`src/design/tmw_pkg.sv`:
```
package tmw_pkg;

   localparam int DEF_WINDOW   = 8;
   localparam int DEF_CHANNELS = 4;
   localparam int SAMPLE_W     = 16;
   localparam int CHAN_W       = 2;
   localparam int TRIM_W       = 3;
   localparam logic [TRIM_W-1:0] TRIM_RESET = 3'd2;

   // widest index and count over the supported window range (up to 32)
   localparam int IDX_MAX_W = 5;
   localparam int CNT_MAX_W = 6;

   typedef struct packed {
      logic [CHAN_W-1:0]          channel;
      logic signed [SAMPLE_W-1:0] sample;
   } req_type;

   typedef struct packed {
      logic [CHAN_W-1:0]          out_channel;
      logic signed [SAMPLE_W-1:0] filtered;
      logic                       window_full;
   } rsp_type;

   typedef struct packed {
      logic                 load_req;
      logic                 mem_we;
      logic                 wr_sel_sample;
      logic [IDX_MAX_W-1:0] wr_idx;
      logic [IDX_MAX_W-1:0] rd_idx;
      logic                 load_pivot;
      logic                 clr_rank;
      logic                 cmp_en;
      logic                 k_before_j;
      logic                 acc_en;
      logic [CNT_MAX_W-1:0] keep_lo;
      logic [CNT_MAX_W-1:0] keep_hi;
      logic                 div_start;
      logic                 div_step;
      logic [CNT_MAX_W-1:0] divisor;
      logic                 out_load;
      logic                 full;
   } tmw_cmd_type;

endpackage

```
`src/design/tmw_datapath.sv`:
```
module tmw_datapath import tmw_pkg::*; #(
   parameter int WINDOW   = DEF_WINDOW,
   parameter int CHANNELS = DEF_CHANNELS
) (
   input  logic        clock,
   input  tmw_cmd_type cmd,
   input  req_type     req_data,
   output rsp_type     rsp_data
);

   localparam int IDX_W = $clog2(WINDOW);
   localparam int CH_W  = (CHANNELS > 1) ? $clog2(CHANNELS) : 1;
   localparam int CNT_W = $clog2(WINDOW + 1);
   localparam int SUM_W = SAMPLE_W + CNT_W;

   logic signed [SAMPLE_W-1:0] mem [CHANNELS][WINDOW];

   req_type                    req_ff;
   logic signed [SAMPLE_W-1:0] rd_data_ff;
   logic signed [SAMPLE_W-1:0] pivot_ff;
   logic [CNT_W-1:0]           rank_ff, rank_in;
   logic signed [SUM_W-1:0]    sum_ff, sum_in;
   logic [CNT_W-1:0]           rem_ff, rem_in;
   logic [SUM_W-1:0]           quo_ff, quo_in;
   logic                       neg_ff, neg_in;
   rsp_type                    rsp_ff;

   logic [CH_W-1:0]            ch_idx;
   logic [IDX_W-1:0]           wr_idx, rd_idx;
   logic signed [SAMPLE_W-1:0] wr_data;
   logic                       less, keep;
   logic [CNT_W:0]             rem_sh, dv;
   logic                       ge;
   logic [SUM_W-1:0]           res;

   assign ch_idx  = CH_W'(req_ff.channel);
   assign wr_idx  = cmd.wr_idx[IDX_W-1:0];
   assign rd_idx  = cmd.rd_idx[IDX_W-1:0];
   assign wr_data = cmd.wr_sel_sample ? req_ff.sample : rd_data_ff;

   always_ff @(posedge clock) begin
      if (cmd.mem_we) begin
         mem[ch_idx][wr_idx] <= wr_data;
      end
      rd_data_ff <= mem[ch_idx][rd_idx];
   end

   always_comb begin
      less = rd_data_ff < pivot_ff;
      keep = (CNT_MAX_W'(rank_ff) >= cmd.keep_lo) && (CNT_MAX_W'(rank_ff) < cmd.keep_hi);

      rank_in = rank_ff;
      if (cmd.clr_rank) begin
         rank_in = '0;
      end else if (cmd.cmp_en && (less || (rd_data_ff == pivot_ff && cmd.k_before_j))) begin
         rank_in = rank_ff + CNT_W'(1);
      end

      sum_in = sum_ff;
      if (cmd.load_req) begin
         sum_in = '0;
      end else if (cmd.acc_en && keep) begin
         sum_in = sum_ff + SUM_W'(pivot_ff);
      end

      rem_sh = {rem_ff, quo_ff[SUM_W-1]};
      dv     = (CNT_W+1)'(cmd.divisor);
      ge     = rem_sh >= dv;
      rem_in = rem_ff;
      quo_in = quo_ff;
      neg_in = neg_ff;
      if (cmd.div_start) begin
         neg_in = sum_ff[SUM_W-1];
         quo_in = sum_ff[SUM_W-1] ? SUM_W'(-sum_ff) : SUM_W'(sum_ff);
         rem_in = '0;
      end else if (cmd.div_step) begin
         rem_in = ge ? CNT_W'(rem_sh - dv) : CNT_W'(rem_sh);
         quo_in = {quo_ff[SUM_W-2:0], ge};
      end

      res = neg_ff ? (~quo_ff + SUM_W'(1)) : quo_ff;
   end

   always_ff @(posedge clock) begin
      if (cmd.load_req) begin
         req_ff <= req_data;
      end
      if (cmd.load_pivot) begin
         pivot_ff <= rd_data_ff;
      end
      rank_ff <= rank_in;
      sum_ff  <= sum_in;
      rem_ff  <= rem_in;
      quo_ff  <= quo_in;
      neg_ff  <= neg_in;
      if (cmd.out_load) begin
         rsp_ff.out_channel <= req_ff.channel;
         rsp_ff.filtered    <= res[SAMPLE_W-1:0];
         rsp_ff.window_full <= cmd.full;
      end
   end

   assign rsp_data = rsp_ff;

endmodule

```
`src/design/tmw_controller.sv`:
```
module tmw_controller import tmw_pkg::*; #(
   parameter int WINDOW   = DEF_WINDOW,
   parameter int CHANNELS = DEF_CHANNELS
) (
   input  logic              clock,
   input  logic              reset,
   input  logic              req_valid,
   output logic              req_ready,
   input  logic [CHAN_W-1:0] req_channel,
   output logic              rsp_valid,
   input  logic              rsp_ready,
   input  logic              csr_we,
   input  logic [TRIM_W-1:0] csr_wdata,
   output tmw_cmd_type       cmd
);

   localparam int IDX_W  = $clog2(WINDOW);
   localparam int CH_W   = (CHANNELS > 1) ? $clog2(CHANNELS) : 1;
   localparam int CNT_W  = $clog2(WINDOW + 1);
   localparam int SUM_W  = SAMPLE_W + CNT_W;
   localparam int STEP_W = $clog2(SUM_W + 1);
   localparam logic [CNT_W-1:0] WIN_CNT  = CNT_W'(WINDOW);
   localparam logic [CNT_W-1:0] HALF_MAX = CNT_W'((WINDOW - 1) / 2);

   typedef enum logic [3:0] {
      S_IDLE, S_SH_RD, S_SH_WR, S_PUT, S_PIV, S_PIVW, S_CMP, S_ACC, S_DSTART, S_DIV, S_OUT
   } state_type;

   state_type         state_ff, state_in;
   logic [CNT_W-1:0]  fc_ff [CHANNELS];
   logic [TRIM_W-1:0] trim_ff;
   logic [CH_W-1:0]   ch_ff;
   logic [CNT_W-1:0]  n_ff, lo_ff, hi_ff, d_ff;
   logic              full_ff;
   logic [IDX_W-1:0]  put_ff, i_ff, j_ff, k_ff;
   logic [STEP_W-1:0] step_ff;
   logic              rsp_valid_ff;

   logic [CH_W-1:0]   ch_new;
   logic              accept, ch_ok, full_new;
   logic [CNT_W-1:0]  fc_cur, n_new, half_new, half_trim;
   logic              k_last, j_last, out_go;

   assign ch_new    = CH_W'(req_channel);
   assign ch_ok     = int'(req_channel) < CHANNELS;
   assign accept    = req_valid && req_ready;
   assign fc_cur    = fc_ff[ch_new];
   assign full_new  = fc_cur >= WIN_CNT - CNT_W'(1);
   assign n_new     = full_new ? WIN_CNT : fc_cur + CNT_W'(1);
   assign half_trim = CNT_W'(trim_ff >> 1);
   assign half_new  = !full_new ? '0 : ((half_trim > HALF_MAX) ? HALF_MAX : half_trim);
   assign k_last    = CNT_W'(k_ff) == n_ff - CNT_W'(1);
   assign j_last    = CNT_W'(j_ff) == n_ff - CNT_W'(1);
   assign out_go    = (state_ff == S_OUT) && (!rsp_valid_ff || rsp_ready);
   assign req_ready = state_ff == S_IDLE;
   assign rsp_valid = rsp_valid_ff;

   always_comb begin
      state_in = state_ff;
      unique case (state_ff)
         S_IDLE: begin
            if (accept && ch_ok) begin
               state_in = (fc_cur == WIN_CNT) ? S_SH_RD : S_PUT;
            end
         end
         S_SH_RD:  state_in = S_SH_WR;
         S_SH_WR:  state_in = (i_ff == IDX_W'(1)) ? S_PUT : S_SH_RD;
         S_PUT:    state_in = S_PIV;
         S_PIV:    state_in = S_PIVW;
         S_PIVW:   state_in = S_CMP;
         S_CMP:    state_in = k_last ? S_ACC : S_CMP;
         S_ACC:    state_in = j_last ? S_DSTART : S_PIV;
         S_DSTART: state_in = S_DIV;
         S_DIV:    state_in = (step_ff == STEP_W'(SUM_W - 1)) ? S_OUT : S_DIV;
         S_OUT:    state_in = out_go ? S_IDLE : S_OUT;
         default:  state_in = S_IDLE;
      endcase
   end

   always_comb begin
      cmd               = '0;
      cmd.load_req      = accept;
      cmd.keep_lo       = CNT_MAX_W'(lo_ff);
      cmd.keep_hi       = CNT_MAX_W'(hi_ff);
      cmd.divisor       = CNT_MAX_W'(d_ff);
      cmd.full          = full_ff;
      cmd.out_load      = out_go;
      cmd.wr_sel_sample = state_ff == S_PUT;
      cmd.mem_we        = (state_ff == S_PUT) || (state_ff == S_SH_WR);
      cmd.wr_idx        = IDX_MAX_W'((state_ff == S_PUT) ? put_ff : i_ff);
      unique case (state_ff)
         S_SH_RD: cmd.rd_idx = IDX_MAX_W'(i_ff - IDX_W'(1));
         S_PIV:   cmd.rd_idx = IDX_MAX_W'(j_ff);
         S_CMP:   cmd.rd_idx = k_last ? '0 : IDX_MAX_W'(k_ff + IDX_W'(1));
         default: cmd.rd_idx = '0;
      endcase
      cmd.clr_rank   = state_ff == S_PIV;
      cmd.load_pivot = state_ff == S_PIVW;
      cmd.cmp_en     = state_ff == S_CMP;
      cmd.k_before_j = k_ff < j_ff;
      cmd.acc_en     = state_ff == S_ACC;
      cmd.div_start  = state_ff == S_DSTART;
      cmd.div_step   = state_ff == S_DIV;
   end

   always_ff @(posedge clock) begin
      if (reset) begin
         state_ff     <= S_IDLE;
         trim_ff      <= TRIM_RESET;
         rsp_valid_ff <= 1'b0;
         for (int c = 0; c < CHANNELS; c++) begin
            fc_ff[c] <= '0;
         end
      end else begin
         state_ff <= state_in;
         if (csr_we) begin
            trim_ff <= csr_wdata;
         end
         if (out_go) begin
            rsp_valid_ff <= 1'b1;
         end else if (rsp_ready) begin
            rsp_valid_ff <= 1'b0;
         end
         if (accept && ch_ok) begin
            fc_ff[ch_new] <= n_new;
         end
      end
   end

   always_ff @(posedge clock) begin
      if (accept) begin
         ch_ff   <= ch_new;
         n_ff    <= n_new;
         lo_ff   <= half_new;
         hi_ff   <= n_new - half_new;
         d_ff    <= n_new - (half_new << 1);
         full_ff <= full_new;
         put_ff  <= (fc_cur == WIN_CNT) ? '0 : IDX_W'(fc_cur);
         i_ff    <= IDX_W'(WINDOW - 1);
         j_ff    <= '0;
      end
      if (state_ff == S_SH_WR) begin
         i_ff <= i_ff - IDX_W'(1);
      end
      if (state_ff == S_PIVW) begin
         k_ff <= '0;
      end else if (state_ff == S_CMP && !k_last) begin
         k_ff <= k_ff + IDX_W'(1);
      end
      if (state_ff == S_ACC && !j_last) begin
         j_ff <= j_ff + IDX_W'(1);
      end
      if (state_ff == S_DSTART) begin
         step_ff <= '0;
      end else if (state_ff == S_DIV) begin
         step_ff <= step_ff + STEP_W'(1);
      end
   end

   a_div_nonzero: assert property (@(posedge clock) disable iff (reset)
      state_ff == S_DSTART |-> d_ff != '0)
      else $error("divisor is zero at divide start");

   a_cmp_in_window: assert property (@(posedge clock) disable iff (reset)
      state_ff == S_CMP |-> CNT_W'(k_ff) < n_ff && CNT_W'(j_ff) < n_ff)
      else $error("rank index outside held samples");

   a_fill_bound: assert property (@(posedge clock) disable iff (reset)
      state_ff != S_IDLE |-> fc_ff[ch_ff] <= WIN_CNT && fc_ff[ch_ff] == n_ff)
      else $error("fill count out of step with item");

   a_out_once: assert property (@(posedge clock) disable iff (reset)
      out_go |=> state_ff == S_IDLE && rsp_valid_ff)
      else $error("result beat not posted");

endmodule

```
`src/design/trimmed_mean_window_filter.sv`:
```
// channel  | ports                          | beat
// req      | req_valid/req_ready, req_data  | channel, sample
// rsp      | rsp_valid/rsp_ready, rsp_data  | out_channel, filtered, window_full
// csr      | csr_we, csr_wdata              | trim_count, no wait
// one item at a time: the next req beat is taken only after the last result is loaded,
// and the window is shifted first once it is already full
// the rank pass reads the single window memory port once per compare pair
// the divide is restoring, one quotient bit per cycle
// synchronous reset clears fill counts and loads trim_count with TRIM_RESET, no memory clearing pass
// a result waiting on rsp_ready does not block the next req beat
module trimmed_mean_window_filter import tmw_pkg::*; #(
   parameter int WINDOW   = DEF_WINDOW,
   parameter int CHANNELS = DEF_CHANNELS
) (
   input  logic              clock,
   input  logic              reset,
   input  logic              req_valid,
   output logic              req_ready,
   input  req_type           req_data,
   output logic              rsp_valid,
   input  logic              rsp_ready,
   output rsp_type           rsp_data,
   input  logic              csr_we,
   input  logic [TRIM_W-1:0] csr_wdata
);

   tmw_cmd_type cmd;

   tmw_controller #(.WINDOW(WINDOW), .CHANNELS(CHANNELS)) u_ctrl (
      .clock       (clock),
      .reset       (reset),
      .req_valid   (req_valid),
      .req_ready   (req_ready),
      .req_channel (req_data.channel),
      .rsp_valid   (rsp_valid),
      .rsp_ready   (rsp_ready),
      .csr_we      (csr_we),
      .csr_wdata   (csr_wdata),
      .cmd         (cmd)
   );

   tmw_datapath #(.WINDOW(WINDOW), .CHANNELS(CHANNELS)) u_dp (
      .clock    (clock),
      .cmd      (cmd),
      .req_data (req_data),
      .rsp_data (rsp_data)
   );

endmodule

```
`config.mk`:
```
export PLATFORM = sky130hd
export DESIGN_NAME = trimmed_mean_window_filter
export DESIGN_NICKNAME = d
export VERILOG_FILES = /design/src/design/tmw_pkg.sv /design/src/design/tmw_datapath.sv /design/src/design/tmw_controller.sv /design/src/design/trimmed_mean_window_filter.sv
export SDC_FILE = /design/constraint.sdc
export NUM_CORES = 1
export LEC_CHECK = 0
export ABC_AREA = 1
export BUFFER_PORTS_ARGS = -buffer_cell sky130_fd_sc_hd__buf_2
export CAP_MARGIN = 20
export CELL_PAD_IN_SITES_DETAIL_PLACEMENT = 1
export CELL_PAD_IN_SITES_GLOBAL_PLACEMENT = 1
export CORE_ASPECT_RATIO = 0.7
export CORE_UTILIZATION = 35
export CTS_CLUSTER_SIZE = 10
export DETAILED_ROUTE_END_ITERATION = 12
export GPL_TIMING_DRIVEN = 1
export PLACE_DENSITY_LB_ADDON = 0.1
export REMOVE_ABC_BUFFERS = 1
export SLEW_MARGIN = 20
export SYNTH_ARGS = -nofsm -noshare
export SYNTH_HDL_FRONTEND = slang
export SYNTH_SLANG_ARGS = --single-unit
```
`constraint.sdc`:
```
create_clock -name clock -period 7 [get_ports clock]
set_clock_uncertainty 0.1 [all_clocks]
set_input_delay 1.4 -clock clock [delete_from_list [all_inputs] [get_ports clock]]
set_output_delay 1.4 -clock clock [all_outputs]
set_load 0.1 [all_outputs]
```
==> flow_metrics.py, run 1 <==
metrics = {
    "outcome": {
        "outcome": "finished clean",
    },
    "routing": {
        "vias": 20667,
        "antenna_left": 0,
        "totalWireLength_um": 92800,
        "drt-wirelength-per-cell_um": 23.6,
        "viasPerCell": 5.26,
        "drc": 0,
        "dr.pass1.iters": 5,
        "drt-initial-drc-count": 1767,
    },
    "worst_hold_path": {
        "hold_class": "flop to flop",
        "hold_depth": 0,
        "hp-start": "u_ctrl.full_ff$_DFFE_PP_",
        "hold_end": "u_dp.rsp_data[0]$_DFFE_PP_",
    },
    "logic_synthesis": {
        "ys_ff_latch": 686,
        "async_reset_ff_share_pct": 0,
        "ys_types": 52,
        "netlist_area_um2": 30200,
        "netlist_instances": 2698,
        "synth_ff_type": "edfxtp_1",
        "synth_edf_count": 625,
        "synth.avg_cell_area_um2": 11.2,
        "yosysSeqAreaShare_pct": 66.2,
        "ys_warn_count": 0,
    },
    "critical_path": {
        "crit_type": "flop to flop",
        "end_kind": "flop",
        "crit_path_start_kind": "flop",
        "slowest_delay_ns": 0.63,
        "r2r_setup_slack_ns": 3.21,
        "r2r_start": "u_ctrl.d_ff[0]$_DFFE_PP_",
        "worstPathArrival_ns": 4.25,
        "critical-path-top-delay-family": "simple AND/OR/NAND/NOR gates",
        "worstPathCellList": "inv_1 > ha_1 > or2_1 > nand2_1 > nand2_1 > nand2_1 > nand3_4 > nand3_4 > buf_4 > nand2_4 > nand2_1 > nand3_1 > nand2_1 > nand2_1 > nand2_1",
        "crit_top_cell": "nand2_1",
        "slowest_stage": "nand2_4",
        "reg2reg_depth": 15,
        "required_ns": 7.47,
        "worst-path-buf-inv": 2,
        "rr_endpoint": "u_dp.rd_data_ff[10]$_DFF_P_",
        "cp_max_fo": 64,
    },
    "timing": {
        "rsz0062_at_grt": "false",
        "period_minus_slack_ns": 3.79,
        "setup_violations": 0,
        "slew_violations": 0,
        "whs_ns": 0.326,
        "timing.fmax_mhz": 264,
        "tightest_slew_ns": 1.02,
        "relSlewSlack_pct": 32.3,
        "final_hold_viol_count": 0,
        "period_share_pct": 54.1,
    },
    "placement": {
        "dp.cells": 3802,
        "hpwlAfterDp_um": 57800,
        "portBuffers": 45,
        "globalplace.congestion": 0.818,
    },
    "power_and_ir_drop": {
        "p_leak_nw": 12.5,
        "combPwrFrac_pct": 30.1,
        "pwr-share-seq_pct": 40.8,
        "p_sw_w": 0.00484,
        "internal_power_w": 0.00839,
        "switching_share_pct": 36.6,
        "cellPowerDensity_nw_per_um2": 390,
        "clkPwrFrac_pct": 29.1,
        "vdd_drop_max_v": 0.000209,
        "fin_total_pwr_w": 0.0132,
    },
    "cts": {
        "cts_tree": "built",
        "cts_sinks": 686,
        "clock_path_buffers": 3,
        "cts_resized": 0,
        "htreeDepth": 3,
        "cts_hold_buf": 0,
        "cts_made_buffers": 80,
        "post_cts_buffers": 0,
        "insertion_delay_ns": 0.66,
        "clk_pin_slew_worst_paths_ns": 0.06,
        "clockRootBuffer": "clkbuf_16",
    },
    "floorplanning": {
        "die-width_um": 353,
        "die_y_um": 248,
        "coreArea_um2": 84900,
        "rows": 89,
        "io_pins": 47,
        "die_area_um2": 87500,
        "start_util_pct": 35.6,
    },
    "finish": {
        "multiInputGateArea_um2": 8790,
        "n_fill_cell": 9251,
        "layout.nets": 2836,
        "stdcell_count": 3929,
        "final-seq-area_um2": 20000,
        "antenna_cells": 0,
        "layout_commonest_cell": "edfxtp_1",
        "layout_common_cells": "edfxtp_1, nand2_1, nor2_1",
        "drive_above_1_share_pct": 8.95,
        "syn_to_final_growth_pct": 12.4,
    },
    "global_route": {
        "grt_pass1_wl_um": 137000,
        "grt_pass1_vias": 20873,
        "grt_use_total_pct": 21.2,
        "grt_remaining_overflow": 0,
        "grt_max_degree": 174,
        "antenna_found_initial": 1,
    },
    "run": {
        "max_cap_violations": 0,
    },
}
## final cells by class
cell class              instances  area share, %
well taps                    1137           4.19
flip-flops and latches        686           58.9
clock inverters                 5          0.177
repair buffers                 97           1.86
clock buffers                 122           6.61
multi-input cells            1667           25.9
inverters                     215           2.39
## metal layers
metal  track usage (%)  routed length (um)  part of all wire, %
met5                 0                   0                    0
met4              5.33                1590                  1.7
met3              3.52                4490                  4.8
met2              31.0               38900                   42
met1              32.4               47800                   51
## Yosys cell counts (4+ instances only)
cell type | instances | area share [%]
clkbuf_1 | 49 | 0.61
fa_1 | 4 | 0.27
inv_2 | 16 | 0.20
nor3_1 | 19 | 0.31
o22ai_1 | 99 | 2.0
mux2_2 | 15 | 0.56
a21oi_1 | 102 | 1.7
nand3_1 | 136 | 2.3
a32o_1 | 32 | 1.1
xor2_1 | 35 | 1.0
nor2_2 | 6 | 0.12
xnor2_1 | 15 | 0.43
ha_1 | 59 | 2.4
edfxtp_1 | 625 | 62
dfxtp_1 | 61 | 4.0
buf_4 | 11 | 0.27
nor2_4 | 5 | 0.19
buf_2 | 60 | 0.99
inv_1 | 191 | 2.4
nand4_1 | 15 | 0.31
nand3b_1 | 50 | 1.2
nor2_1 | 314 | 3.9
o21ai_1 | 12 | 0.20
nand2_1 | 456 | 5.7
o21ai_0 | 256 | 4.2
buf_6 | 7 | 0.26
clkinv_1 | 8 | 0.099
## how the worst max path moves through the flow
stage	slack [ns]	cells past startpoint	startpoint	to
3_3_place_gp	2.52	16	req_data[16]	u_ctrl.hi_ff[3]$_DFFE_PP_
2_1_floorplan	-1.63	8	flop	u_dp.rd_data_ff[10]$_DFF_P_
6_report	3.21	15	u_ctrl.d_ff[0]$_DFFE_PP_	u_dp.rd_data_ff[10]$_DFF_P_
5_1_grt	2.88	15	u_ctrl.d_ff[0]$_DFFE_PP_	u_dp.rd_data_ff[11]$_DFF_P_
3_5_place_dp	2.54	16	req_data[16]	u_ctrl.hi_ff[3]$_DFFE_PP_
4_1_cts	3.14	15	u_ctrl.d_ff[0]$_DFFE_PP_	u_dp.rd_data_ff[10]$_DFF_P_
## power groups by stage
stage	logic, W	clock network [W]	registers, W
finish	0.00399	0.00385	0.00540
global route	0.00437	0.00408	0.00542
CTS	0.00401	0.00395	0.00540
detailed placement	0.00399	0	0.00549
global placement	0.00388	0	0.00548
floorplan	0.00218	0	0.00552
## state kept, by name (all words and copies together), names as in the netlist, 5 cells and up, named ones only
name,flops
u_dp.quo_ff,20
u_dp.rd_data_ff,16
u_ctrl.step_ff,5
u_dp.pivot_ff,16
u_dp.mem,512
u_dp.rsp_data,19
u_dp.req_ff,16
u_dp.sum_ff,20
u_ctrl.fc_ff,16
## kinds of logic (layout without fill, tap and decap cells)
kind of cell | Yosys count | count (layout) | share of synthesized area (%)
and+or+nand+nor | 1015 | 1015 | 14.5
DFF | 686 | 686 | 66.2
AOI/OAI and AO/OA | 524 | 524 | 9.83
buffers and inverters | 345 | 439 | 4.85
adders and majority gates | 63 | 63 | 2.71
xor gates and xnor gates | 50 | 50 | 1.45
muxes | 15 | 15 | 0.559
## metrics by stage
stage	setup slack [ns]	util, %	setup TNS [ns]	area [um^2]
final	3.21	40.0	0	34000
after global placement	2.52	37.3	0	31600
after detailed placement	2.54	37.3	0	31600
after floorplan	-1.63	-	-26.13	29600
after global routing	2.88	40.0	0	34000
after CTS	3.14	40.0	0	33900
Power figures use the tool's default switching activity.
==> inputs of run 2 (changes only) <==
- clock period: 7 -> 3.7 ns (I/O delays scaled with it)
==> run 2 against run 1 <==
Total power increased by 90%. Cell area increased by 0.84%. Setup slack got worse by 2.5 ns. Combinational power increased by 96%. Sequential share of layout area decreased by 0.49 points.
==> flow_metrics.py, run 2 (same netlist as run 1, synthesis figures left out) <==
metrics = {
    "outcome": {
        "outcome": "finished clean",
    },
    "critical_path": {
        "slowest_stage": "edfxtp_1",
        "r2r_setup_slack_ns": 0.68,
        "crit_top_cell": "nand2_1",
        "crit_type": "flop to flop",
        "slowest_delay_ns": 0.51,
        "r2r_start": "u_ctrl.d_ff[0]$_DFFE_PP_",
        "worstPathCellList": "inv_1 > ha_1 > or2_1 > nand2_1 > nand2_1 > nand2_1 > nand3_4 > nand3_2 > nand2_2 > inv_2 > buf_4 > nand3_1 > nand2_1 > nand2_1 > nand2_1",
        "end_kind": "flop",
        "rr_endpoint": "u_dp.rd_data_ff[14]$_DFF_P_",
        "required_ns": 4.19,
        "cp_max_fo": 20,
        "crit_path_start_kind": "flop",
        "worstPathArrival_ns": 3.50,
        "reg2reg_depth": 15,
    },
    "routing": {
        "met1_length_um": 48300,
        "drc": 0,
        "vias": 20759,
        "wl_met3_um": 4620,
        "met2_length_um": 38900,
        "drt-initial-drc-count": 1725,
        "dr.pass1.iters": 5,
        "viasPerCell": 5.24,
        "highest_layer": "met4",
        "drt-wirelength-per-cell_um": 23.6,
        "totalWireLength_um": 93500,
        "antenna_left": 0,
    },
    "power_and_ir_drop": {
        "vdd_drop_max_v": 0.000466,
        "p_leak_nw": 12.6,
        "cellPowerDensity_nw_per_um2": 736,
    },
    "placement": {
        "globalplace.congestion": 0.821,
        "place_area_um2": 32000,
        "post-place-ws_ns": 0.393,
        "dp.cells": 3831,
        "hpwlAfterDp_um": 60000,
        "portBuffers": 45,
    },
    "finish": {
        "layout_common_cells": "edfxtp_1, nand2_1, nor2_1",
        "layout_commonest_cell": "edfxtp_1",
        "multiInputGateArea_um2": 8780,
        "final-seq-area_um2": 20000,
        "final_area_um2": 34200,
        "stdcell_count": 3963,
        "drive_above_1_share_pct": 9.74,
        "top_register": "u_dp.mem",
        "top_regs": "u_dp.mem (512), u_dp.quo_ff (20), u_dp.sum_ff (20)",
        "fin_util_pct": 40.4,
        "largest_register_ff_count": 512,
        "layout.nets": 2865,
        "syn_to_final_growth_pct": 13.3,
        "n_fill_cell": 9162,
    },
    "floorplanning": {
        "die_area_um2": 87500,
        "die_y_um": 248,
        "rows": 89,
        "io_pins": 47,
        "coreArea_um2": 84900,
        "die-width_um": 353,
        "start_util_pct": 35.6,
    },
    "timing": {
        "relSlewSlack_pct": 26.0,
        "period_minus_slack_ns": 3.02,
        "final_hold_viol_count": 0,
        "setup_tns_ns": 0,
        "rsz0062_at_grt": "false",
        "period_share_pct": 81.6,
        "setup_violations": 0,
        "timing.fmax_mhz": 331,
        "slew_violations": 0,
        "tightest_slew_ns": 1.11,
        "setup_ws_ns": 0.682,
    },
    "cts": {
        "insertion_delay_ns": 0.66,
        "post_cts_buffers": 0,
        "cts_made_buffers": 80,
        "cts_hold_buf": 0,
        "cts_tree": "built",
        "htreeDepth": 3,
        "clockRootBuffer": "clkbuf_16",
        "clk_pin_slew_worst_paths_ns": 0.06,
        "cts_resized": 0,
        "cts_sinks": 686,
        "clock_path_buffers": 3,
    },
    "run": {
        "max_cap_violations": 0,
    },
    "global_route": {
        "grt_remaining_overflow": 0,
        "grt_max_degree": 188,
        "grt_pass1_vias": 21262,
        "antenna_found_initial": 4,
        "grt_pass1_wl_um": 139000,
        "grt_use_total_pct": 21.5,
    },
    "worst_hold_path": {
        "hp-start": "req_data[7]",
        "hold_class": "input port to flop",
        "hold_end": "u_dp.req_ff[7]$_DFFE_PP_",
        "hold_depth": 1,
    },
}
[run 2: changes by cell type in the layout (fill, tap and decap cells not counted)]
cell / delta
clkbuf_16: -2
buf_12: +9
clkinv_4: +1
bufinv_16: -1
nor2_2: -1
inv_6: -2
nor2_1: +2
nor2_4: -1
diode_2: +2
buf_4: +21
buf_6: -1
clkinv_1: +1
clkbuf_1: +4
clkinv_8: +2
[run 2: worst max path at each step]
stage | cells after the start | to | slack, ns | from
2_1_floorplan | 8 | u_dp.rd_data_ff[10]$_DFF_P_ | -4.93 | flop
3_3_place_gp | 16 | u_ctrl.hi_ff[3]$_DFFE_PP_ | 0.41 | req_data[16]
3_5_place_dp | 16 | u_ctrl.hi_ff[3]$_DFFE_PP_ | 0.39 | req_data[16]
4_1_cts | 15 | u_dp.rd_data_ff[14]$_DFF_P_ | 0.63 | u_ctrl.d_ff[0]$_DFFE_PP_
5_1_grt | 15 | u_dp.rd_data_ff[14]$_DFF_P_ | 0.45 | u_ctrl.d_ff[0]$_DFFE_PP_
6_report | 15 | u_dp.rd_data_ff[14]$_DFF_P_ | 0.68 | u_ctrl.d_ff[0]$_DFFE_PP_
[run 2: final cells by class]
type                            instances  share of cell area [%]
Sequential cell                       686                    58.4
Multi-Input combinational cell       1667                    25.6
Clock buffer                          124                    6.45
Tap cell                             1137                    4.15
Timing Repair Buffer                  126                    2.80
Inverter                              215                    2.38
Clock inverter                          6                   0.168
Antenna cell                            2                  0.0146
[run 2: worst max-delay path, delay by kind of cell, from the launching register on]
family / cells / cell delay, ns
AND/OR/NAND/NOR: 11 / 1.37
buffers and inverters: 3 / 0.73
adder cells (fa/ha/maj): 1 / 0.23
flip-flops: 1 / 0.51
[run 2: layer usage]
layer,up-vias,GRT usage (%)
met2,402,31.1
met1,10600,32.9
met4,0,4.80
met3,100,4.15
li1,9657,-
met5,-,0
[run 2: per-stage QoR]
stage          power (W)  hold WS [ns]
3_5_place_dp      0.0182         0.337
2_1_floorplan     0.0146         0.300
3_3_place_gp      0.0180         0.335
4_1_cts           0.0255         0.117
5_1_grt           0.0265         0.127
6_report          0.0252         0.169
[run 2: power breakdown]
| group | total [W] | internal (W) | switching [W] |
|---|---|---|---|
| Sequential | 0.0102 | 0.00987 | 0.000331 |
| Combinational | 0.00782 | 0.00196 | 0.00585 |
| Clock | 0.00717 | 0.00407 | 0.00310 |
| Total | 0.0252 | 0.0159 | 0.00929 |
